### config.mk
export PLATFORM = sky130hd
export DESIGN_NAME = step_pulse_symbol_encoder
export DESIGN_NICKNAME = d
export VERILOG_FILES = /design/src/rtl/core/spse_pkg.sv /design/src/rtl/core/step_pulse_symbol_encoder.sv
export VERILOG_INCLUDE_DIRS = /design/src /design/src/rtl/core
export SDC_FILE = /design/constraint.sdc
export NUM_CORES = 1
export LEC_CHECK = 0
export ABC_AREA = 0
export BUFFER_PORTS_ARGS = -buffer_cell sky130_fd_sc_hd__clkbuf_2
export CAP_MARGIN = 20
export CORE_UTILIZATION = 35
export CTS_BUF_LIST = sky130_fd_sc_hd__clkbuf_8 sky130_fd_sc_hd__clkbuf_16
export CTS_CLUSTER_DIAMETER = 60
export DETAILED_ROUTE_END_ITERATION = 8
export GPL_TIMING_DRIVEN = 1
export HOLD_SLACK_MARGIN = 0.06
export PLACE_DENSITY_LB_ADDON = 0.05
export SLEW_MARGIN = 20
export SYNTH_ARGS = -nofsm -noshare
export SYNTH_HDL_FRONTEND = slang
export SYNTH_SLANG_ARGS = --single-unit
### constraint.sdc
create_clock -name clk_i -period 6.85 [get_ports clk_i]
set_clock_uncertainty 0.05 [all_clocks]
set_input_delay 0.685 -clock clk_i [delete_from_list [all_inputs] [get_ports clk_i]]
set_output_delay 0.685 -clock clk_i [all_outputs]
set_load 0.02 [all_outputs]
### src/rtl/core/assert_macros.svh
// ----------------------------------------------------------------------------
// Assertion macros
// Shared concurrent assertion wrappers, clocked on clk_i.
// ----------------------------------------------------------------------------
`ifndef ASSERT_MACROS_SVH
`define ASSERT_MACROS_SVH

// Checked only while out of reset.
`define SPSE_ASSERT(lbl, prop, msg) \
  lbl: assert property (@(posedge clk_i) disable iff (!rst_ni) (prop)) else $error(msg);

// Checked on every edge, reset included.
`define SPSE_ASSERT_RST(lbl, prop, msg) \
  lbl: assert property (@(posedge clk_i) (prop)) else $error(msg);

`endif

### src/rtl/core/spse_pkg.sv
`timescale 1ns / 1ps
// ----------------------------------------------------------------------------
// Step pulse symbol encoder package
// Field widths, sequencer step addresses, control word layout and microcode.
// ----------------------------------------------------------------------------
package spse_pkg;

  localparam int STEPS_W       = 7;
  localparam int SPAN_W        = 16;
  localparam int FIRST_W       = 15;
  localparam int SECOND_W      = 16;
  localparam int REM_W         = 7;
  localparam int DIV_W         = SPAN_W + 1;
  localparam int DIV_CNT_W     = $clog2(DIV_W + 1);
  localparam int DEF_MAX_STEPS = 64;
  localparam int PC_W          = 3;

  typedef logic [PC_W-1:0] pc_t;

  localparam pc_t A_IDLE  = pc_t'(0);
  localparam pc_t A_CHECK = pc_t'(1);
  localparam pc_t A_TEST  = pc_t'(2);
  localparam pc_t A_DINIT = pc_t'(3);
  localparam pc_t A_DSTEP = pc_t'(4);
  localparam pc_t A_EVAL  = pc_t'(5);
  localparam pc_t A_FLUSH = pc_t'(6);
  localparam pc_t A_PAUSE = pc_t'(7);

  typedef enum logic [2:0] {
    OP_NONE,
    OP_LOAD,
    OP_DIVINIT,
    OP_DIVSTEP,
    OP_EVAL,
    OP_PAUSE,
    OP_FLUSH
  } op_e;

  typedef enum logic [2:0] {
    C_NEXT,
    C_ALWAYS,
    C_DONE,
    C_PAUSE,
    C_DIV_MORE,
    C_Q_NONZERO
  } cond_e;

  typedef struct packed {
    op_e   op;
    logic  wait_in;
    logic  wait_out;
    cond_e cond;
    pc_t   target;
  } ctl_word_t;

  // Control store: jump to target when the condition holds, else fall through.
  function automatic ctl_word_t ucode(pc_t addr);
    ctl_word_t w;
    w = '{op: OP_NONE, wait_in: 1'b0, wait_out: 1'b0, cond: C_ALWAYS, target: A_IDLE};
    case (addr)
      A_IDLE:  w = '{op: OP_LOAD,    wait_in: 1'b1, wait_out: 1'b0,
                     cond: C_NEXT,      target: A_IDLE};
      A_CHECK: w = '{op: OP_NONE,    wait_in: 1'b0, wait_out: 1'b0,
                     cond: C_DONE,      target: A_FLUSH};
      A_TEST:  w = '{op: OP_NONE,    wait_in: 1'b0, wait_out: 1'b0,
                     cond: C_PAUSE,     target: A_PAUSE};
      A_DINIT: w = '{op: OP_DIVINIT, wait_in: 1'b0, wait_out: 1'b0,
                     cond: C_NEXT,      target: A_IDLE};
      A_DSTEP: w = '{op: OP_DIVSTEP, wait_in: 1'b0, wait_out: 1'b0,
                     cond: C_DIV_MORE,  target: A_DSTEP};
      A_EVAL:  w = '{op: OP_EVAL,    wait_in: 1'b0, wait_out: 1'b1,
                     cond: C_Q_NONZERO, target: A_CHECK};
      A_FLUSH: w = '{op: OP_FLUSH,   wait_in: 1'b0, wait_out: 1'b1,
                     cond: C_ALWAYS,    target: A_IDLE};
      A_PAUSE: w = '{op: OP_PAUSE,   wait_in: 1'b0, wait_out: 1'b1,
                     cond: C_ALWAYS,    target: A_CHECK};
      default: w = '{op: OP_NONE,    wait_in: 1'b0, wait_out: 1'b0,
                     cond: C_ALWAYS,    target: A_IDLE};
    endcase
    return w;
  endfunction

endpackage

### src/rtl/core/step_pulse_symbol_encoder.sv
`timescale 1ns / 1ps
// ----------------------------------------------------------------------------
// Step pulse symbol encoder
// Turns a motion command (step count, tick span) into a run of pulse symbols.
// ----------------------------------------------------------------------------
// Each command is loaded in the idle step and closed by a flush step; every
// step symbol runs check, test, divider setup, the divider steps and then
// evaluate, with a one-bit-per-cycle restoring divider that forms
// (span + remainder) / steps for every symbol. A pause (zero step count)
// runs check, test, pause, check and flush; an empty command runs check
// and flush. Each symbol word leaves one step behind the next computed
// one, so the last word of a command carries last_symbol.
// Commands are taken only between commands; a finished word waits in the
// output register without holding up the divider.
`include "assert_macros.svh"

module step_pulse_symbol_encoder
  import spse_pkg::*;
#(
  parameter int MAX_STEPS = DEF_MAX_STEPS
) (
  input  logic                clk_i,
  input  logic                rst_ni,
  input  logic                in_valid_i,
  output logic                in_stall_o,
  input  logic [STEPS_W-1:0]  step_count_i,
  input  logic [SPAN_W-1:0]   tick_span_i,
  output logic                out_valid_o,
  input  logic                out_stall_i,
  output logic [FIRST_W-1:0]  first_ticks_o,
  output logic                first_level_o,
  output logic [SECOND_W-1:0] second_ticks_o,
  output logic                last_symbol_o
);

  localparam int                 CNT_W    = $clog2(MAX_STEPS + 1);
  localparam logic [STEPS_W-1:0] MAX_STEP = STEPS_W'(MAX_STEPS);
  localparam logic [CNT_W-1:0]   MAX_CNT  = CNT_W'(MAX_STEPS);

  // control registers
  pc_t                  pc_q, pc_d;
  logic [STEPS_W-1:0]   steps_q, steps_d;
  logic [SPAN_W-1:0]    span_q, span_d;
  logic [SPAN_W-1:0]    ticks_q, ticks_d;
  logic [REM_W-1:0]     rem_q, rem_d;
  logic [DIV_CNT_W-1:0] div_cnt_q, div_cnt_d;
  logic [CNT_W-1:0]     cnt_q, cnt_d;
  logic                 pend_v_q, pend_v_d;
  logic                 out_valid_q, out_valid_d;

  // payload registers
  logic [DIV_W-1:0]     dq_q, dq_d;
  logic [REM_W-1:0]     dr_q, dr_d;
  logic [FIRST_W-1:0]   pend_first_q, pend_first_d;
  logic                 pend_level_q, pend_level_d;
  logic [SECOND_W-1:0]  pend_second_q, pend_second_d;
  logic [FIRST_W-1:0]   out_first_q, out_first_d;
  logic                 out_level_q, out_level_d;
  logic [SECOND_W-1:0]  out_second_q, out_second_d;
  logic                 out_last_q, out_last_d;

  ctl_word_t            ctl;
  logic                 out_free;
  logic                 go;
  logic                 take;
  logic [SPAN_W-1:0]    left;
  logic                 q_nz;
  logic [SPAN_W-1:0]    sym_dur;
  logic [FIRST_W-1:0]   sym_half;
  logic [SECOND_W-1:0]  sym_second;
  logic                 kept;
  logic [STEPS_W-1:0]   steps_sat;
  logic [REM_W:0]       trial;
  logic [REM_W:0]       trial_sub;
  logic                 trial_ge;

  assign ctl      = ucode(pc_q);
  assign out_free = !out_valid_q || !out_stall_i;
  assign go       = (!ctl.wait_in || in_valid_i) && (!ctl.wait_out || !pend_v_q || out_free);

  assign in_stall_o     = !ctl.wait_in;
  assign out_valid_o    = out_valid_q;
  assign first_ticks_o  = out_first_q;
  assign first_level_o  = out_level_q;
  assign second_ticks_o = out_second_q;
  assign last_symbol_o  = out_last_q;

  assign steps_sat = (step_count_i > MAX_STEP) ? MAX_STEP : step_count_i;

  // symbol duration, clamped to the ticks left in the command
  assign left    = span_q - ticks_q;
  assign q_nz    = (dq_q != '0);
  always_comb begin
    if (ctl.op == OP_PAUSE) begin
      sym_dur = left;
    end else if (dq_q > {1'b0, left}) begin
      sym_dur = left;
    end else begin
      sym_dur = dq_q[SPAN_W-1:0];
    end
  end
  assign sym_half   = sym_dur[SPAN_W-1:1];
  assign sym_second = sym_dur - SECOND_W'(sym_half);
  assign kept       = (cnt_q < MAX_CNT);

  // one restoring division step
  assign trial     = {dr_q, dq_q[DIV_W-1]};
  assign trial_ge  = (trial >= {1'b0, steps_q});
  assign trial_sub = trial - {1'b0, steps_q};

  always_comb begin
    case (ctl.cond)
      C_NEXT:      take = 1'b0;
      C_ALWAYS:    take = 1'b1;
      C_DONE:      take = (ticks_q >= span_q);
      C_PAUSE:     take = (steps_q == '0);
      C_DIV_MORE:  take = (div_cnt_q != DIV_CNT_W'(1));
      C_Q_NONZERO: take = q_nz;
      default:     take = 1'b1;
    endcase
  end

  always_comb begin
    pc_d          = pc_q;
    steps_d       = steps_q;
    span_d        = span_q;
    ticks_d       = ticks_q;
    rem_d         = rem_q;
    div_cnt_d     = div_cnt_q;
    cnt_d         = cnt_q;
    pend_v_d      = pend_v_q;
    out_valid_d   = out_valid_q && out_stall_i;
    dq_d          = dq_q;
    dr_d          = dr_q;
    pend_first_d  = pend_first_q;
    pend_level_d  = pend_level_q;
    pend_second_d = pend_second_q;
    out_first_d   = out_first_q;
    out_level_d   = out_level_q;
    out_second_d  = out_second_q;
    out_last_d    = out_last_q;

    if (go) begin
      pc_d = take ? ctl.target : pc_q + PC_W'(1);
      case (ctl.op)
        OP_LOAD: begin
          steps_d  = steps_sat;
          span_d   = tick_span_i;
          ticks_d  = '0;
          cnt_d    = '0;
          pend_v_d = 1'b0;
        end
        OP_DIVINIT: begin
          dq_d      = {1'b0, span_q} + DIV_W'(rem_q);
          dr_d      = '0;
          div_cnt_d = DIV_CNT_W'(DIV_W);
        end
        OP_DIVSTEP: begin
          dq_d      = {dq_q[DIV_W-2:0], trial_ge};
          dr_d      = trial_ge ? trial_sub[REM_W-1:0] : trial[REM_W-1:0];
          div_cnt_d = div_cnt_q - DIV_CNT_W'(1);
        end
        OP_EVAL, OP_PAUSE: begin
          if (ctl.op == OP_EVAL && !q_nz) begin
            // zero duration: remainder drops, nothing more in this command
            rem_d = '0;
          end else begin
            if (ctl.op == OP_EVAL) begin
              rem_d   = dr_q;
              ticks_d = ticks_q + sym_dur;
            end else begin
              ticks_d = span_q;
            end
            if (kept) begin
              // release the held word, hold the new one until the next is known
              if (pend_v_q) begin
                out_valid_d  = 1'b1;
                out_first_d  = pend_first_q;
                out_level_d  = pend_level_q;
                out_second_d = pend_second_q;
                out_last_d   = 1'b0;
              end
              pend_v_d      = 1'b1;
              pend_first_d  = sym_half;
              pend_level_d  = (ctl.op == OP_EVAL);
              pend_second_d = sym_second;
              cnt_d         = cnt_q + CNT_W'(1);
            end
          end
        end
        OP_FLUSH: begin
          if (pend_v_q) begin
            out_valid_d  = 1'b1;
            out_first_d  = pend_first_q;
            out_level_d  = pend_level_q;
            out_second_d = pend_second_q;
            out_last_d   = 1'b1;
          end
          pend_v_d = 1'b0;
        end
        default: begin
        end
      endcase
    end
  end

  always_ff @(posedge clk_i or negedge rst_ni) begin
    if (!rst_ni) begin
      pc_q        <= A_IDLE;
      steps_q     <= '0;
      span_q      <= '0;
      ticks_q     <= '0;
      rem_q       <= '0;
      div_cnt_q   <= '0;
      cnt_q       <= '0;
      pend_v_q    <= 1'b0;
      out_valid_q <= 1'b0;
    end else begin
      pc_q        <= pc_d;
      steps_q     <= steps_d;
      span_q      <= span_d;
      ticks_q     <= ticks_d;
      rem_q       <= rem_d;
      div_cnt_q   <= div_cnt_d;
      cnt_q       <= cnt_d;
      pend_v_q    <= pend_v_d;
      out_valid_q <= out_valid_d;
    end
  end

  always_ff @(posedge clk_i) begin
    dq_q          <= dq_d;
    dr_q          <= dr_d;
    pend_first_q  <= pend_first_d;
    pend_level_q  <= pend_level_d;
    pend_second_q <= pend_second_d;
    out_first_q   <= out_first_d;
    out_level_q   <= out_level_d;
    out_second_q  <= out_second_d;
    out_last_q    <= out_last_d;
  end

  `SPSE_ASSERT(a_ticks_in_span, ticks_q <= span_q, "ticks used exceed command span")
  `SPSE_ASSERT(a_div_cnt_live, pc_q == A_DSTEP |-> div_cnt_q != '0, "divider ran past its last bit")
  `SPSE_ASSERT(a_rem_below_steps, (pc_q == A_EVAL && go) |=> rem_q < steps_q, "remainder not below step count")
  `SPSE_ASSERT(a_cnt_bound, cnt_q <= MAX_CNT, "symbol count beyond limit")
  `SPSE_ASSERT_RST(a_reset_no_word, !rst_ni |=> !out_valid_o, "word valid out of reset")

endmodule
==> flow_metrics.env, run 1 <==
export IMPL_cts_sinks=152
export IMPL_clk_path_buf_depth=2
export IMPL_n_antenna_cell=0
export IMPL_netlist_area_um2=9363
export IMPL_clkSlewWorstSetupHoldPaths_ns=0.08
export IMPL_final_cells=1445
export IMPL_fmax_mhz=148.7
export IMPL_fin_crit_ns=6.727
export IMPL_crit_fanout=6
export IMPL_final_hold_viol_count=0
export IMPL_place_congestion=0.8772
export IMPL_synth_async_reset_ratio_pct=41.45
export IMPL_via_count=7207
export IMPL_drc=19
export IMPL_fin_crit_sh_pct=98.20
export IMPL_whs_path_depth=0
export IMPL_drive_gt1_share_pct=26.40
export IMPL_area_delta_synth_final_pct=25.28
export IMPL_start_util_pct=35.83
export IMPL_insertion_delay_ns=0.43
export IMPL_wl_um=24340
export IMPL_numPortBuffers=61
export IMPL_tritoncts="yes"
export IMPL_gr_max_usage_layer="met2"
export IMPL_min_to="first_ticks_o[0]"
export IMPL_grt_use_total_pct=18.81
export IMPL_min_path_type="reg -> reg"
export IMPL_synth_top_area_share_pct=28.54
export IMPL_synth_area_leader_cell="edfxtp_1"
export IMPL_cts_buffers=17
export IMPL_r2r_cells=38
export IMPL_pin_count=62
export IMPL_worst_setup_path_start_kind="flip-flop"
export IMPL_overflow=0
export IMPL_die_x_um=165.6
export IMPL_reg2reg_slack_ns=0.12
export IMPL_slew_viol_final=0
export IMPL_drt_iter0_drc=427
export IMPL_required_ns=7.10
export IMPL_cp_slowest_stage_delay_ns=0.38
export IMPL_cts_max_level=4
export IMPL_placed_cells=1398
export IMPL_yosysWarnings=0
export IMPL_routedWlPerCell_um=16.85
export IMPL_synth_edff_count=89
export IMPL_core_area_um2=26130
export IMPL_root_buffer="clkbuf_16"
export IMPL_r2r_end="ticks_q[15]"
export IMPL_crit_path_end_kind="flip-flop"
export IMPL_via_per_inst=4.988
export IMPL_path_class="reg -> reg"
export IMPL_final_common_cell="buf_4"
export IMPL_slowest_stage="dfrtp_1"
export IMPL_rsz0062_at_grt="true"
export IMPL_tightest_slew_ns=0.9904
export IMPL_first_pass_iters=7
export IMPL_r2r_start="span_q[0]"
export IMPL_first_global_vias=7270
export IMPL_setup_viol=0
export IMPL_syn_avg_cell_area_um2=10.10
export IMPL_grt_max_degree=64
export IMPL_drv_cap=0
export IMPL_hpwl_um=17840
export IMPL_ys_seq_area_share_pct=45.38
export IMPL_status="finished with violations"
export IMPL_whs_ns=0.3589
export IMPL_arrival_ns=6.97
export IMPL_max_slew_margin_rel_pct=33.81
export IMPL_final_cell_mix="buf_4 (106), edfxtp_1 (89), inv_1 (83), nor2_1 (82), ha_1 (76)"
export IMPL_die_h_um=165.6
export IMPL_met1_usage_pct=25.39
export IMPL_syn_instance_count=927
export IMPL_worstHoldStart="pend_first_q[0]"
export IMPL_ant_nets=0
export IMPL_grtUsageMet3_pct=2.547
export IMPL_antenna_found_initial=0
export IMPL_nets=1211
export IMPL_grt_pass1_wl_um=38750
export IMPL_synthFlopType="edfxtp_1"
export IMPL_fin_setup_tns_ns=0
export IMPL_grt_use_met2_pct=31.12
export IMPL_num_rows=59
export IMPL_fp_dieArea_um2=27410
export IMPL_syn_nets=1041
export IMPL_ys_top_cells_by_area="edfxtp_1 (29%), dfrtp_1 (17%), ha_1 (11%)"
export IMPL_violations="DRC"
export IMPL_synth_distinct_cells=70
export IMPL_ys_seq_elements=152
kinds of logic (layout without fill, tap and decap cells):
kind of cell | Yosys count | in the layout | synth area share [%]
muxes | 21 | 21 | 2.446
buffers and inverters | 109 | 292 | 4.624
and+or+nand+nor | 263 | 263 | 13.39
xor gates and xnor gates | 56 | 56 | 5.386
DFF | 152 | 152 | 45.38
AOI/OAI and AO/OA | 238 | 238 | 16.62
adders and majority gates | 88 | 88 | 12.15
cells in the mapped netlist (16+ instances only):
master     n
a21o_1    20
a21oi_1   56
clkbuf_1  16
dfrtp_1   63
edfxtp_1  89
ha_1      82
inv_1     84
nand2_1   69
nor2_1    86
o21ai_0   64
xnor2_1   37
xor2_1    18
stage by stage:
step,setup slack (ns),instance area (µm²),utilization (%)
floorplan,0.1041,9373,-
finish,0.1234,11730,44.89
detailed placement,-0.4821,10750,41.14
global route,-0.2664,11730,44.89
CTS,-0.07860,11570,44.28
global placement,-0.3691,10730,41.04
worst max-delay path by stage:
stage                     startpoint                 to  slack, ns  depth (start not counted)
final                      span_q[0]        ticks_q[15]       0.12                         38
after global routing       span_q[0]        ticks_q[15]      -0.27                         39
after global placement     span_q[0]  pend_second_q[14]      -0.37                         36
after detailed placement   span_q[0]  pend_second_q[14]      -0.48                         36
after CTS                  span_q[0]  pend_second_q[14]      -0.08                         39
after floorplan            span_q[0]        ticks_q[14]       0.10                         38
flip-flops by register name, indices dropped and copies added, names as in the netlist, 5 cells and up:
signal / flops
cnt_q: 7
div_cnt_q: 5
dq_q: 17
dr_q: 7
first_ticks_o: 15
pend_first_q: 15
pend_second_q: 16
rem_q: 7
second_ticks_o: 16
span_q: 16
steps_q: 7
ticks_q: 16
what timing repair did:
item / 4_1_cts / 5_1_grt
pin swaps: 39 / 37
endpoints found under the hold margin: 0 / 0
setup endpoints to repair: 12 / 14
gates resized for setup: 41 / 26
hold buffers: 0 / 0
buffers inserted: 10 / 4
critical path, delay by kind of cell (launching register included):
kind / cells / cell delay [ns]
flip-flops: 1 / 0.38
adder cells (fa/ha/maj): 5 / 1.17
AND/OR/NAND/NOR: 5 / 0.40
AO/OA/AOI/OAI: 20 / 3.65
XOR/XNOR: 2 / 0.28
buffers and inverters: 6 / 0.65
area by class of cell:
type	count	area, µm²
Fill cell	2561	14400
Multi-Input combinational cell	666	4975
Sequential cell	152	4249
Timing Repair Buffer	173	1190
Clock buffer	20	489.2
Tap cell	335	419.2
Inverter	87	326.6
Clock inverter	12	81.33
routing by layer:
| layer | wire, µm | share of wire [%] | vias to the layer above |
|---|---|---|---|
| met5 | 0 | 0 | - |
| met4 | 307 | 1.3 | 0 |
| met3 | 880 | 3.6 | 17 |
| met2 | 11480 | 47 | 123 |
| met1 | 11680 | 48 | 3384 |
| li1 | - | - | 3683 |
Power of run 1 is not shown: default switching activity piles up to over one toggle a cycle in this logic, so the estimate is an artifact.
==> run 2, diff against run 1 <==
--- a/config.mk
+++ b/config.mk
@@ -9,13 +9,14 @@
 export ABC_AREA = 0
 export BUFFER_PORTS_ARGS = -buffer_cell sky130_fd_sc_hd__clkbuf_2
 export CAP_MARGIN = 20
+export CORE_ASPECT_RATIO = 2
 export CORE_UTILIZATION = 35
 export CTS_BUF_LIST = sky130_fd_sc_hd__clkbuf_8 sky130_fd_sc_hd__clkbuf_16
 export CTS_CLUSTER_DIAMETER = 60
 export DETAILED_ROUTE_END_ITERATION = 8
 export GPL_TIMING_DRIVEN = 1
 export HOLD_SLACK_MARGIN = 0.06
-export PLACE_DENSITY_LB_ADDON = 0.05
+export SKIP_LAST_GASP = 1
 export SLEW_MARGIN = 20
 export SYNTH_ARGS = -nofsm -noshare
 export SYNTH_HDL_FRONTEND = slang
==> run 2 against run 1 <==
Net effect: the run ends with setup timing left; sequential cell count is the same; global-route usage grew 0.076 points; non-clock buffer count grew 55; core utilization grew 1.2 points; register-to-register slack lost 0.16 ns; wire length grew 1.3%; sequential share of layout area shrank 1.2 points; clock-buffer cell count shrank 2; via count grew 5.5%; die area grew 0.14%; critical path depth grew 1; hold slack gained 0.0012 ns; critical endpoint is now ticks_q[14].
==> flow_metrics.env, run 2 (same netlist as run 1, synthesis figures left out) <==
export IMPL_fin_crit_ns=6.890
export IMPL_wl_um=24670
export IMPL_grtUsageMet3_pct=2.808
export IMPL_final_common_cell="buf_4"
export IMPL_layout_setup_ws_ns=-0.03987
export IMPL_core_area_um2=26280
export IMPL_start_util_pct=35.63
export IMPL_r2r_cells=39
export IMPL_slew_viol_final=0
export IMPL_via_per_inst=5.039
export IMPL_gr_max_usage_layer="met2"
export IMPL_hold_buffers=0
export IMPL_n_antenna_cell=0
export IMPL_cts_buffers=17
export IMPL_fmax_mhz=145.1
export IMPL_first_global_vias=8025
export IMPL_worstSetupEndpoint="ticks_q[14]"
export IMPL_drc=0
export IMPL_grt_use_met2_pct=37.44
export IMPL_final_hold_viol_count=0
export IMPL_ant_nets=0
export IMPL_cts_sinks=152
export IMPL_drt_iter0_drc=300
export IMPL_clkSlewWorstSetupHoldPaths_ns=0.06
export IMPL_nets=1266
export IMPL_num_rows=84
export IMPL_place_congestion=0.8901
export IMPL_grt_use_total_pct=18.89
export IMPL_setup_viol=3
export IMPL_rsz0062_at_grt="true"
export IMPL_tightest_slew_ns=0.9171
export IMPL_area_delta_synth_final_pct=29.44
export IMPL_largest_reg_flops=17
export IMPL_crit_path_end_kind="flip-flop"
export IMPL_cts_max_level=4
export IMPL_grt_pass1_wl_um=39520
export IMPL_top_register="dq_q"
export IMPL_startpoint="span_q[0]"
export IMPL_fin_crit_sh_pct=100.6
export IMPL_r2r_start="span_q[0]"
export IMPL_grt_max_degree=64
export IMPL_tritoncts="yes"
export IMPL_r2r_end="ticks_q[14]"
export IMPL_numPortBuffers=61
export IMPL_nFillCells=2564
export IMPL_insertion_delay_ns=0.45
export IMPL_routedWlPerCell_um=16.35
export IMPL_max_slew_margin_rel_pct=38.86
export IMPL_die_h_um=233.3
export IMPL_root_buffer="clkbuf_16"
export IMPL_worst_setup_path_start_kind="flip-flop"
export IMPL_crit_fanout=7
export IMPL_overflow=0
export IMPL_met1_usage_pct=16.93
export IMPL_die_x_um=117.7
export IMPL_final_util_pct=46.12
export IMPL_pin_count=62
export IMPL_min_path_type="in -> async"
export IMPL_fp_dieArea_um2=27450
export IMPL_final_cell_mix="buf_4 (165), edfxtp_1 (89), inv_1 (83), nor2_1 (82), ha_1 (78)"
export IMPL_clk_path_buf_depth=2
export IMPL_required_ns=7.13
export IMPL_reg2reg_slack_ns=-0.04
export IMPL_arrival_ns=7.17
export IMPL_hpwl_um=19080
export IMPL_antenna_found_initial=0
export IMPL_status="finished with violations"
export IMPL_slowest_stage="or4_1"
export IMPL_violations="setup timing"
export IMPL_path_class="reg -> reg"
export IMPL_drive_gt1_share_pct=29.61
export IMPL_drv_cap=0
export IMPL_first_pass_iters=4
export IMPL_cp_slowest_stage_delay_ns=0.40
export IMPL_via_count=7604
[run 2: repair_timing]
action / 4_1_cts / 5_1_grt
buffers inserted: 29 / 12
resized for setup: 37 / 25
endpoints found under the setup margin: 14 / 16
pin swaps: 31 / 18
[run 2: how the worst min path moves through the flow]
stage	depth (start not counted)	startpoint	endpoint	slack (ns)
finish	2	rst_ni	span_q[2]	0.36
global route	0	pend_first_q[2]	first_ticks_o[2]	0.37
CTS	0	pend_second_q[7]	second_ticks_o[7]	0.37
detailed placement	0	pend_first_q[2]	first_ticks_o[2]	0.35
global placement	0	pend_level_q	first_level_o	0.35
floorplan	0	rst_ni	cnt_q[0]	0.34
[run 2: area by class of cell]
type	count	area [µm²]	area share [%]
Inverter	87	326.6	2.695
Clock buffer	18	439.2	3.624
Multi-Input combinational cell	666	4922	40.62
Timing Repair Buffer	228	1567	12.93
Sequential cell	152	4249	35.06
Tap cell	344	430.4	3.552
Clock inverter	14	185.2	1.528
[run 2: per-stage QoR]
| stage | std cells | worst slack (ns) | area (µm²) | hold WS, ns | TNS, ns |
|---|---|---|---|---|---|
| floorplan | 927 | 0.1041 | 9373 | 0.3394 | 0 |
| global placement | 1437 | -0.4216 | 10980 | 0.3517 | -2.546 |
| detailed placement | 1437 | -0.5751 | 10980 | 0.3545 | -4.663 |
| CTS | 1498 | -0.1204 | 11940 | 0.3687 | -0.3774 |
| global route | 1509 | -0.4359 | 12120 | 0.3726 | -3.615 |
| finish | 1509 | -0.03987 | 12120 | 0.3601 | -0.06715 |
[run 2: layer usage]
layer	wire, µm	vias to the layer above
met3	592	69
met2	13920	135
met4	1499	0
met5	0	-
li1	-	3768
met1	8652	3632
[run 2: critical path, delay by kind of cell (launching register included)]
kind | cells | cell delay (ns)
adder cells (fa/ha/maj) | 6 | 1.58
XOR/XNOR | 1 | 0.13
flip-flops | 1 | 0.39
AND/OR/NAND/NOR | 8 | 1.21
buffers and inverters | 5 | 0.47
AO/OA/AOI/OAI | 19 | 2.95
Power of run 2 is left out for the same reason.
